$ cat src/hdl/assert_macros.svh
// Assertion helpers shared by the RTL
`ifndef ASSERT_MACROS_SVH
`define ASSERT_MACROS_SVH

`ifndef NO_ASSERTIONS

`define SPPT_ASSERT(label, clk, rst_n, prop) \
  label: assert property (@(posedge clk) disable iff (!rst_n) prop) \
    else $error("sppt assertion failed");

`define SPPT_ASSERT_IMPL(label, clk, rst_n, pre, cons) \
  label: assert property (@(posedge clk) disable iff (!rst_n) (pre) |-> (cons)) \
    else $error("sppt implication failed");

`else

`define SPPT_ASSERT(label, clk, rst_n, prop)

`define SPPT_ASSERT_IMPL(label, clk, rst_n, pre, cons)

`endif

`endif

$ cat src/hdl/sppt_pkg.sv
package sppt_pkg;

  localparam int unsigned CfgIdxW  = 3;
  localparam int unsigned CfgDataW = 10;
  localparam int unsigned PatW     = 8;
  localparam int unsigned PhaseW   = 3;
  localparam int unsigned MovedW   = 4;
  localparam int unsigned AbsW     = 32;

  typedef enum logic [CfgIdxW-1:0] {
    CFG_WIRING     = 3'd0,
    CFG_REV_LEN    = 3'd1,
    CFG_IDX_START  = 3'd2,
    CFG_IDX_END    = 3'd3,
    CFG_IDX_PAT    = 3'd4,
    CFG_INIT_PHASE = 3'd5
  } cfg_reg_e;

  typedef enum logic [2:0] {
    WIRE_STD      = 3'd0,
    WIRE_ALT_A    = 3'd1,
    WIRE_TWO_LINE = 3'd2,
    WIRE_ALT_B    = 3'd3,
    WIRE_ALT_C    = 3'd4,
    WIRE_ALT_D    = 3'd5,
    WIRE_NONE     = 3'd6
  } wiring_e;

  typedef struct packed {
    logic [PhaseW-1:0]        phase;
    logic signed [MovedW-1:0] moved;
  } phase_res_t;

endpackage

$ cat src/hdl/sppt_phase_dec.sv
module sppt_phase_dec (
  input  logic [2:0]                   wiring_i,
  input  logic [sppt_pkg::PatW-1:0]    pattern_i,
  input  logic [sppt_pkg::PhaseW-1:0]  phase_i,
  output sppt_pkg::phase_res_t         res_o
);
  import sppt_pkg::*;

  logic [PhaseW-1:0] ns, ew, nxt;
  logic signed [MovedW-1:0] diff;

  assign ns = (phase_i == 3'd6 || phase_i == 3'd0) ? 3'd7 : 3'd3;
  assign ew = (phase_i == 3'd6 || phase_i == 3'd4) ? 3'd5 : 3'd1;

  always_comb begin
    nxt = phase_i;
    unique case (wiring_e'(wiring_i))
      WIRE_STD: begin
        unique case (pattern_i)
          8'h02: nxt = 3'd7;
          8'h06: nxt = 3'd6;
          8'h04: nxt = 3'd5;
          8'h05: nxt = 3'd4;
          8'h01: nxt = 3'd3;
          8'h09: nxt = 3'd2;
          8'h08: nxt = 3'd1;
          8'h0A: nxt = 3'd0;
          8'h03: nxt = ns;
          8'h0C: nxt = ew;
          default: nxt = phase_i;
        endcase
      end
      WIRE_ALT_A: begin
        unique case (pattern_i)
          8'h01: nxt = 3'd7;
          8'h03: nxt = 3'd6;
          8'h02: nxt = 3'd5;
          8'h06: nxt = 3'd4;
          8'h04: nxt = 3'd3;
          8'h0C: nxt = 3'd2;
          8'h08: nxt = 3'd1;
          8'h09: nxt = 3'd0;
          8'h05: nxt = ns;
          8'h0A: nxt = ew;
          default: nxt = phase_i;
        endcase
      end
      WIRE_TWO_LINE: begin
        unique case (pattern_i)
          8'h02: nxt = 3'd6;
          8'h03: nxt = 3'd4;
          8'h01: nxt = 3'd2;
          8'h00: nxt = 3'd0;
          default: nxt = phase_i;
        endcase
      end
      WIRE_ALT_B: begin
        unique case (pattern_i)
          8'h08: nxt = 3'd7;
          8'h0C: nxt = 3'd6;
          8'h04: nxt = 3'd5;
          8'h06: nxt = 3'd4;
          8'h02: nxt = 3'd3;
          8'h03: nxt = 3'd2;
          8'h01: nxt = 3'd1;
          8'h09: nxt = 3'd0;
          8'h0A: nxt = ns;
          8'h07: nxt = ew;
          default: nxt = phase_i;
        endcase
      end
      WIRE_ALT_C: begin
        unique case (pattern_i)
          8'h02: nxt = 3'd7;
          8'h03: nxt = 3'd6;
          8'h01: nxt = 3'd5;
          8'h09: nxt = 3'd4;
          8'h08: nxt = 3'd3;
          8'h0C: nxt = 3'd2;
          8'h04: nxt = 3'd1;
          8'h06: nxt = 3'd0;
          default: nxt = phase_i;
        endcase
      end
      WIRE_ALT_D: begin
        unique case (pattern_i)
          8'h08: nxt = 3'd7;
          8'h0C: nxt = 3'd6;
          8'h04: nxt = 3'd5;
          8'h05: nxt = 3'd4;
          8'h01: nxt = 3'd3;
          8'h03: nxt = 3'd2;
          8'h02: nxt = 3'd1;
          8'h0A: nxt = 3'd0;
          8'h09: nxt = ns;
          8'h06: nxt = ew;
          default: nxt = phase_i;
        endcase
      end
      default: nxt = phase_i;
    endcase
  end

  // old minus new, folded into -4..4
  always_comb begin
    diff = $signed({1'b0, phase_i}) - $signed({1'b0, nxt});
    if (diff < -4) begin
      diff = diff + 4'sd8;
    end else if (diff > 4) begin
      diff = diff - 4'sd8;
    end
  end

  assign res_o.phase = nxt;
  assign res_o.moved = diff;

endmodule

$ cat src/hdl/stepper_phase_position_tracker.sv
// Channel | Direction | Handshake                  | Payload
// cfg     | in        | cfg_valid_i / cfg_ready_o  | cfg_index_i, cfg_wdata_i
// in      | in        | in_valid_i / in_stall_o    | coil_pattern_i
// out     | out       | out_valid_o / out_stall_i  | changed, optic, position, ...
//
// One coil pattern per cycle unless reducing or the output stalls: input register,
// then decode and position update into the result register, which offers the result.
// Writing a non-zero revolution length starts a restoring reduction of the held
// position; the input stalls while it runs.
// Reset: phase 0, positions 0, registers at their defaults. No clearing pass.
// A stalled output holds its result; one further pattern waits in the input register.
module stepper_phase_position_tracker #(
  parameter int unsigned POS_BITS = 10
) (
  input  logic                               clk_i,
  input  logic                               rst_ni,
  input  logic                               cfg_valid_i,
  output logic                               cfg_ready_o,
  input  logic [sppt_pkg::CfgIdxW-1:0]       cfg_index_i,
  input  logic [sppt_pkg::CfgDataW-1:0]      cfg_wdata_i,
  input  logic                               in_valid_i,
  output logic                               in_stall_o,
  input  logic [sppt_pkg::PatW-1:0]          coil_pattern_i,
  output logic                               out_valid_o,
  input  logic                               out_stall_i,
  output logic                               changed_o,
  output logic                               optic_o,
  output logic [POS_BITS-1:0]                position_o,
  output logic signed [sppt_pkg::AbsW-1:0]   absolute_position_o,
  output logic signed [sppt_pkg::MovedW-1:0] moved_o,
  output logic [sppt_pkg::PhaseW-1:0]        rotor_phase_o
);
  import sppt_pkg::*;
  `include "assert_macros.svh"

  localparam int unsigned CntW = $clog2(POS_BITS);

  logic [2:0]          wiring_q;
  logic [POS_BITS-1:0] max_q, istart_q, iend_q;
  logic [PatW-1:0]     ipat_q;
  logic [POS_BITS-1:0] cfg_pos;
  logic                cfg_we;

  logic                in_vld_q;
  logic [PatW-1:0]     pat_q;
  logic                process;

  logic [PhaseW-1:0]   phase_q;
  logic [POS_BITS-1:0] wpos_q, res_q, res_d;
  logic signed [AbsW-1:0] abs_q;
  phase_res_t          dec;

  logic                red_busy_q;
  logic [CntW-1:0]     red_cnt_q;
  logic [2*POS_BITS-1:0] red_div, red_ext;

  logic [POS_BITS-1:0] smod, pos;
  logic [POS_BITS:0]   sum;
  logic                inwin, patok;

  logic                out_vld_q;

  assign cfg_ready_o = 1'b1;
  assign cfg_we      = cfg_valid_i & cfg_ready_o;
  assign cfg_pos     = POS_BITS'(cfg_wdata_i);

  assign process    = in_vld_q & ~red_busy_q & (~out_vld_q | ~out_stall_i);
  assign in_stall_o = red_busy_q | (in_vld_q & ~process);

  // initial_phase only matters at reset, where it is zero
  always_ff @(posedge clk_i or negedge rst_ni) begin
    if (!rst_ni) begin
      wiring_q <= WIRE_STD;
      max_q    <= POS_BITS'(96);
      istart_q <= '0;
      iend_q   <= '0;
      ipat_q   <= '0;
    end else if (cfg_we) begin
      unique case (cfg_reg_e'(cfg_index_i))
        CFG_WIRING:     wiring_q <= cfg_wdata_i[2:0];
        CFG_REV_LEN:    max_q    <= cfg_pos;
        CFG_IDX_START:  istart_q <= cfg_pos;
        CFG_IDX_END:    iend_q   <= cfg_pos;
        CFG_IDX_PAT:    ipat_q   <= cfg_wdata_i[PatW-1:0];
        CFG_INIT_PHASE: ;
        default: ;
      endcase
    end
  end

  always_ff @(posedge clk_i or negedge rst_ni) begin
    if (!rst_ni) begin
      in_vld_q <= 1'b0;
    end else if (in_valid_i && !in_stall_o) begin
      in_vld_q <= 1'b1;
    end else if (process) begin
      in_vld_q <= 1'b0;
    end
  end

  always_ff @(posedge clk_i) begin
    if (in_valid_i && !in_stall_o) begin
      pat_q <= coil_pattern_i;
    end
  end

  sppt_phase_dec u_dec (
    .wiring_i  (wiring_q),
    .pattern_i (pat_q),
    .phase_i   (phase_q),
    .res_o     (dec)
  );

  // residue of the step count modulo the revolution length
  always_comb begin
    smod = '0;
    if (max_q > POS_BITS'(4)) begin
      smod = max_q + POS_BITS'(dec.moved);
      if (!dec.moved[MovedW-1]) begin
        smod = POS_BITS'(dec.moved);
      end
    end else if (max_q == POS_BITS'(4)) begin
      smod = POS_BITS'(dec.moved[1:0]);
    end else if (max_q == POS_BITS'(2)) begin
      smod = POS_BITS'(dec.moved[0]);
    end else if (max_q == POS_BITS'(3)) begin
      unique case (dec.moved)
        -4'sd4, -4'sd1, 4'sd2: smod = POS_BITS'(2);
        -4'sd2, 4'sd1, 4'sd4:  smod = POS_BITS'(1);
        default:               smod = '0;
      endcase
    end
  end

  always_comb begin
    sum = {1'b0, res_q} + {1'b0, smod};
    pos = '0;
    if (max_q != '0) begin
      pos = sum[POS_BITS-1:0];
      if (sum >= {1'b0, max_q}) begin
        pos = POS_BITS'(sum - {1'b0, max_q});
      end
    end
    if (istart_q > iend_q) begin
      inwin = (pos > istart_q) || (pos < iend_q);
    end else begin
      inwin = (pos > istart_q) && (pos < iend_q);
    end
    patok = (pat_q == ipat_q) || (ipat_q == '0);
  end

  // restoring reduction of the held position after a new revolution length
  assign red_div = {{POS_BITS{1'b0}}, max_q} << red_cnt_q;
  assign red_ext = {{POS_BITS{1'b0}}, res_q};

  always_comb begin
    res_d = res_q;
    if (red_busy_q) begin
      if (red_ext >= red_div) begin
        res_d = POS_BITS'(red_ext - red_div);
      end
    end else if (process) begin
      res_d = pos;
    end
  end

  always_ff @(posedge clk_i or negedge rst_ni) begin
    if (!rst_ni) begin
      red_busy_q <= 1'b0;
      red_cnt_q  <= '0;
    end else if (cfg_we && cfg_reg_e'(cfg_index_i) == CFG_REV_LEN && cfg_pos != '0) begin
      red_busy_q <= 1'b1;
      red_cnt_q  <= CntW'(POS_BITS - 1);
    end else if (red_busy_q) begin
      if (red_cnt_q == '0) begin
        red_busy_q <= 1'b0;
      end else begin
        red_cnt_q <= red_cnt_q - 1'b1;
      end
    end
  end

  always_ff @(posedge clk_i or negedge rst_ni) begin
    if (!rst_ni) begin
      phase_q <= '0;
      wpos_q  <= '0;
      res_q   <= '0;
      abs_q   <= '0;
    end else begin
      res_q <= res_d;
      if (process) begin
        phase_q <= dec.phase;
        wpos_q  <= pos;
        if (max_q != '0) begin
          abs_q <= abs_q + AbsW'(dec.moved);
        end
      end
    end
  end

  always_ff @(posedge clk_i or negedge rst_ni) begin
    if (!rst_ni) begin
      out_vld_q <= 1'b0;
    end else if (process) begin
      out_vld_q <= 1'b1;
    end else if (!out_stall_i) begin
      out_vld_q <= 1'b0;
    end
  end

  always_ff @(posedge clk_i) begin
    if (process) begin
      changed_o           <= (pos != wpos_q);
      optic_o             <= inwin & patok;
      position_o          <= pos;
      absolute_position_o <= (max_q != '0) ? abs_q + AbsW'(dec.moved) : abs_q;
      moved_o             <= dec.moved;
      rotor_phase_o       <= dec.phase;
    end
  end

  assign out_valid_o = out_vld_q;

  `SPPT_ASSERT_IMPL(a_res_in_range, clk_i, rst_ni, !red_busy_q && max_q != '0, res_q < max_q)
  `SPPT_ASSERT_IMPL(a_stall_reduce, clk_i, rst_ni, red_busy_q, in_stall_o)
  `SPPT_ASSERT_IMPL(a_moved_range, clk_i, rst_ni, out_valid_o, moved_o >= -4 && moved_o <= 4)
  `SPPT_ASSERT(a_no_track, clk_i, rst_ni, (process && max_q == '0) |=> position_o == '0)

endmodule
$ cat config.mk
export PLATFORM = sky130hd
export DESIGN_NAME = stepper_phase_position_tracker
export DESIGN_NICKNAME = d
export VERILOG_FILES = /design/src/hdl/sppt_pkg.sv /design/src/hdl/sppt_phase_dec.sv /design/src/hdl/stepper_phase_position_tracker.sv
export VERILOG_INCLUDE_DIRS = /design/src /design/src/hdl
export SDC_FILE = /design/constraint.sdc
export NUM_CORES = 1
export LEC_CHECK = 0
export BUFFER_PORTS_ARGS = -buffer_cell sky130_fd_sc_hd__buf_4
export CAP_MARGIN = 20
export CELL_PAD_IN_SITES_DETAIL_PLACEMENT = 1
export CELL_PAD_IN_SITES_GLOBAL_PLACEMENT = 2
export CORE_UTILIZATION = 35
export CTS_BUF_LIST = sky130_fd_sc_hd__clkbuf_16
export CTS_CLUSTER_DIAMETER = 40
export DETAILED_ROUTE_END_ITERATION = 16
export PLACE_DENSITY_LB_ADDON = 0.1
export SETUP_SLACK_MARGIN = 0.02
export SKIP_CTS_REPAIR_TIMING = 1
export SLEW_MARGIN = 20
export SYNTH_ARGS = -nofsm -noshare
export SYNTH_HDL_FRONTEND = slang
export SYNTH_HIERARCHICAL = 1
export SYNTH_SLANG_ARGS = --single-unit
$ cat constraint.sdc
create_clock -name clk_i -period 8.95 [get_ports clk_i]
set_input_delay 1.3425 -clock clk_i [delete_from_list [all_inputs] [get_ports clk_i]]
set_output_delay 1.3425 -clock clk_i [all_outputs]
set_load 0.02 [all_outputs]
==> results of run 1 <==
## logic make-up (layout without fill, tap and decap cells)
family | count (synthesis) | count (layout)
multiplexers | 57 | 57
XOR/XNOR | 79 | 79
AO/OA/AOI/OAI | 384 | 384
adder cells (fa/ha/maj) | 110 | 110
AND/OR/NAND/NOR | 426 | 427
other | 1 | 1
flip-flops | 162 | 162
buffers and inverters | 136 | 260
## metrics by stage
step	instances	cell area (sq um)
after floorplan	1355	12200
after global placement	1870	13400
after detailed placement	1870	13400
after CTS	1902	14000
after global routing	1928	14400
final	1928	14400
## worst register-to-register path: cells and delay by family (launching register included)
family	cells	cell delay (ns)
compound gates	22	4.06
xor+xnor	2	0.24
fa+ha+maj	5	1.44
buf+inv	4	0.53
flops	1	0.47
mux	1	0.28
simple gates	5	1.43
## cells in the mapped netlist (13+ instances only)
| cell | instances | area share |
|---|---|---|
| a21o_1 | 34 | 0.021 |
| a21oi_1 | 73 | 0.030 |
| clkbuf_1 | 41 | 0.013 |
| dfrtp_1 | 101 | 0.21 |
| edfxtp_1 | 59 | 0.15 |
| ha_1 | 103 | 0.11 |
| inv_1 | 78 | 0.024 |
| mux2_2 | 40 | 0.037 |
| mux2i_1 | 16 | 0.013 |
| nand2_1 | 195 | 0.060 |
| nand2b_1 | 21 | 0.011 |
| nand3_1 | 20 | 0.0082 |
| nand4_1 | 14 | 0.0072 |
| nor2_1 | 61 | 0.019 |
| nor2b_1 | 16 | 0.0082 |
| nor3_1 | 27 | 0.011 |
| o21a_1 | 15 | 0.0093 |
| o21ai_0 | 135 | 0.056 |
| o31ai_1 | 13 | 0.0080 |
| xnor2_1 | 59 | 0.042 |
| xor2_1 | 20 | 0.014 |
## registers in the layout, indices dropped and copies added, names as in the netlist
name	flops
abs_q	32
in_vld_q	1
istart_q	10
wpos_q	10
moved_o	4
rotor_phase_o	3
changed_o	1
iend_q	10
out_valid_o	1
red_cnt_q	4
res_q	10
position_o	10
pat_q	8
ipat_q	8
absolute_position_o	32
red_busy_q	1
max_q	10
wiring_q	3
phase_q	3
optic_o	1
## area by class of cell
| class | count | area (sq um) |
|---|---|---|
| repair buffers | 149 | 1130 |
| clock buffers | 17 | 425 |
| fillers | 3910 | 19500 |
| clock inverters | 15 | 168 |
| multi-input cells | 1058 | 7440 |
| flip-flops and latches | 162 | 4350 |
| inverters | 79 | 298 |
| well taps | 448 | 561 |
## layer usage
metal  GRT usage  vias up
met5           0        -
met4      0.0524        0
met3      0.0281       34
met2       0.340      131
met1       0.308     5175
li1            -     5108
## final timing paths
kind                            cells after the start      start         to
worst max-delay path                               39   pat_q[4]    optic_o
worst min-delay path                                2  wpos_q[7]  wpos_q[7]
worst max register to register                     39   pat_q[4]    optic_o
worst min register to register                      2  wpos_q[7]  wpos_q[7]
max in group asynchronous                           2     rst_ni  abs_q[16]
min in group asynchronous                           1     rst_ni  iend_q[7]
==> results.yml, run 1 <==
route:
  wl_met3_um: 955
  ant_nets: 0
  via_count: 10448
  wl_met2_mm: 17.2
  first_pass_iters: 5
  met1_length_mm: 19.0
  wl_per_cell_um: 19.5
  routed_wl_mm: 37.6
  routed.top_layer: "met4"
  avgViaCountPerCell: 5.42
  drt_iter0_drc: 518
  route.detailed.drc: 0
cts:
  insertion_delay_ns: 0.46
  clk_pin_slew_worst_paths_ns: 0.07
  cts_max_level: 4
  cts.sinks: 162
  cts_tree: "yes"
  cts_made_buffers: 17
  clock_path_buffers: 2
  clock-root-buffer: "clkbuf_16"
timing:
  hold_viol_final: 0
  whs_ns: 0.502
  slew_violations: 0
  setup_violations: 0
  fmax_mhz: 115
  relSlewSlack: 0.374
  worst_slack_ns: 0.276
  min_period_over_period: 0.969
  worstMarginPinSlew_ns: 0.939
  clock-skew-final_ns: 0.0170
  min_period_ns: 8.67
  finalSetupTns_ns: 0
synth:
  syn_area_sq_um: 12200
  synthCells: 1355
  synth_enable_flop_cells: 59
  yosys.area_share.xor_xnor: 0.0569
  synth.area.mux_share: 0.0514
  synth_top_family_by_area: "compound AO/OA/AOI/OAI gates"
  ys_types: 84
  ys_seq_elements: 162
  syn_area_per_cell_sq_um: 8.98
  synthSimpleGateAreaFrac: 0.167
  yosysSeqAreaShare: 0.358
  synth_adder_area_share: 0.117
  synth_warnings: 6
  synth_nets: 1490
  async_flop_share: 0.636
  synth-main-ff-cell: "dfrtp_1"
  synth_compound_area_frac: 0.205
outcome:
  status: "complete, no violations"
global_route:
  overflow: 0
  grt_use_total: 0.214
  grt_pass1_vias: 10408
  grt_pass1_wl_mm: 59.5
  antenna_found_initial: 0
  grt_max_degree: 66
floorplan:
  chipHeight_um: 188
  io_pins: 80
  coreArea_sq_um: 33900
  die_w_um: 188
  start_util: 0.359
  die_area_sq_um: 35500
  rows: 67
final_layout:
  layout_commonest_cell: "nand2_1"
  drive_above_1_share: 0.189
  utilization: 0.424
  antenna_cells: 0
  mostFrequentLayoutCells: "nand2_1, buf_4, o21ai_0, ha_1, dfrtp_1"
  areaGrowthSynthToFinish_pct: 18.2
  fin_nets: 1602
critical_path:
  cp_max_fo: 10
  ff2ff_setup_slack_ns: 0.28
  critPathBufInv: 4
  crit_family: "compound AO/OA/AOI/OAI gates"
  cp_data_arrival_time_ns: 8.88
  crit_required_ns: 9.16
  critPathKind: "flop to flop"
  slowest_delay_ns: 0.60
  worstSetupStartpointType: "flop"
  crit_path_frequent_cell: "ha_1"
  crit_slowest_cell: "or4_4"
  cp-end-kind: "flop"
flow_run:
  drv_cap: 0
hold_path:
  hold_path.class: "flop to flop"
placed_design:
  pre_cts_ws_ns: -0.0545
  hpwl_mm: 28.1
  gp_congestion: 0.852
  io_buffers: 78
Power of run 1 is not shown: default switching activity piles up to over one toggle a cycle in this logic, so the estimate is an artifact.
==> run 2, diff against run 1 <==
- ABC_AREA: not set -> 1
- CORE_MARGIN: not set -> 4
- CORE_UTILIZATION: 35 -> 33
==> run 2 against run 1 <==
Against the previous run:
- sequential cell count unchanged
- die area rose by 20%
- utilization decreased by 4.3 points
- largest cell class unchanged
- wire length increased by 13%
- critical path type unchanged
- global-route usage shrank 1.1 points
- via count grew 14%
- non-clock buffer count fell by 52
- setup slack better by 0.38 ns
- hold slack worse by 0.013 ns
- cell area grew 2.8%
- synthesized area increased by 6.4%
==> results.yml, run 2 <==
outcome:
  status: "complete, no violations"
floorplan:
  coreArea_sq_um: 38700
  rows: 72
  die_area_sq_um: 42400
  chipHeight_um: 206
  start_util: 0.334
  die_w_um: 206
  io_pins: 80
final_layout:
  mostFrequentLayoutCells: "nand2_1, inv_1, nor2_1, o21ai_0"
  fin_nets: 1986
  drive_above_1_share: 0.129
  reg_top3: "abs_q x32, absolute_position_o x32"
  utilization: 0.382
  stdcell_area_sq_um: 14800
  antenna_cells: 0
  layout_commonest_cell: "nand2_1"
  areaGrowthSynthToFinish_pct: 14.3
critical_path:
  cp_data_arrival_time_ns: 8.50
  crit_required_ns: 9.16
  crit_path_frequent_cell: "nand2_1"
  cp-end-kind: "flop"
  worstSetupStartpointType: "flop"
  reg2reg_from: "pat_q[2]"
  crit_start: "pat_q[2]"
  critPathKind: "flop to flop"
  cp_max_fo: 10
  crit_slowest_cell: "edfxtp_1"
  slowest_delay_ns: 0.48
synth:
  synthCells: 1774
  async_flop_share: 0.636
  ys_seq_elements: 162
  yosysSeqAreaShare: 0.336
  synth_top_area_share: 0.195
  synth_nets: 1909
  syn_area_sq_um: 12900
  synth-main-ff-cell: "dfrtp_1"
  synth_area_leaders: "dfrtp_1, nand2_1, edfxtp_1"
  synth_warnings: 6
  synth_enable_flop_cells: 59
  yosys.cell_count.top_type: "nand2_1"
  ys_types: 64
  syn_area_per_cell_sq_um: 7.29
  netlist_top_cells_count: "nand2_1, inv_1, nor2_1"
  yosys.area.top_type: "dfrtp_1"
cts:
  clock_path_buffers: 2
  clock-root-buffer: "clkbuf_16"
  cts_tree: "yes"
  clk_pin_slew_worst_paths_ns: 0.07
  cts.sinks: 162
  cts_made_buffers: 17
  insertion_delay_ns: 0.45
  cts_max_level: 4
global_route:
  grt_pass1_wl_mm: 67.6
  grt_pass1_vias: 12233
  grt_max_degree: 63
  use_met2: 0.348
  top_usage_layer: "met2"
  antenna_found_initial: 0
  grtUsageMet1: 0.271
  overflow: 0
  grt_use_total: 0.203
  grtUsageMet3: 0.0301
timing:
  fmax_mhz: 121
  worst_slack_ns: 0.660
  slew_violations: 0
  whs_ns: 0.489
  relSlewSlack: 0.382
  setup_violations: 0
  worstMarginPinSlew_ns: 0.927
  min_period_over_period: 0.926
  min_period_ns: 8.29
  clock-skew-final_ns: 0.00943
  hold_viol_final: 0
placed_design:
  hpwl_mm: 34.0
  placed_area_sq_um: 14000
  gp_congestion: 0.886
  pre_cts_ws_ns: 0.403
  io_buffers: 78
hold_path:
  hold_path.class: "flop to flop"
  min_from: "iend_q[8]"
route:
  wl_per_cell_um: 17.8
  routed_wl_mm: 42.4
  drt_iter0_drc: 478
  first_pass_iters: 4
  via_count: 11896
  ant_nets: 0
  route.detailed.drc: 0
  avgViaCountPerCell: 4.99
flow_run:
  drv_cap: 0
==> run 2: changes by cell type after synthesis, sizes merged, moves of 38 or more <==
cell / previous run / this run
nand3: 20 / 114
o21ai: 136 / 174
nor2: 61 / 156
nand2: 195 / 521
inv: 79 / 225
xnor2: 59 / 21
mux2: 41 / 0
==> run 2: routing by layer <==
| metal | vias up | routed length [um] | part of all wire |
|---|---|---|---|
| met2 | 126 | 20600 | 0.49 |
| li1 | 6032 | - | - |
| met3 | 31 | 1170 | 0.028 |
| met5 | - | 0 | 0 |
| met4 | 0 | 690 | 0.016 |
| met1 | 5707 | 19900 | 0.47 |
==> run 2: path summary, 6_finish.rpt <==
kind / to / slack, ns / depth (start not counted)
min: iend_q[8] / 0.49 / 2
min in group asynchronous: red_cnt_q[3] / 0.92 / 1
max reg2reg: optic_o / 0.66 / 53
min reg2reg: iend_q[8] / 0.49 / 2
max: optic_o / 0.66 / 53
max in group asynchronous: abs_q[14] / 6.73 / 2
==> run 2: logic make-up after synthesis <==
family / Yosys count / synth area share
AND/OR/NAND/NOR: 880 / 0.302
adder cells (fa/ha/maj): 109 / 0.109
multiplexers: 2 / 0.00155
XOR/XNOR: 36 / 0.0244
other: 1 / 0.000290
buffers and inverters: 265 / 0.0850
AO/OA/AOI/OAI: 319 / 0.142
flip-flops: 162 / 0.336
==> run 2: cell type report <==
type | count | area (sq um)
multi-input cells | 1347 | 7560
well taps | 518 | 648
repair buffers | 97 | 768
fillers | 4819 | 24000
clock inverters | 15 | 169
flip-flops and latches | 162 | 4350
clock buffers | 17 | 425
inverters | 226 | 860
==> run 2: metrics by stage <==
stage                     cells  setup TNS [ns]
after floorplan            1774               0
after global routing       2382         -0.0289
after detailed placement   2341               0
after CTS                  2373               0
after global placement     2340               0
final                      2382               0
==> run 2: critical path, delay by kind of cell (launching register included) <==
kind,cells,cell delay (ns)
buffers and inverters,7,0.94
XOR/XNOR,2,0.49
adder cells (fa/ha/maj),6,1.80
flip-flops,1,0.48
AND/OR/NAND/NOR,28,2.67
AO/OA/AOI/OAI,10,1.63
Power of run 2 is left out for the same reason.
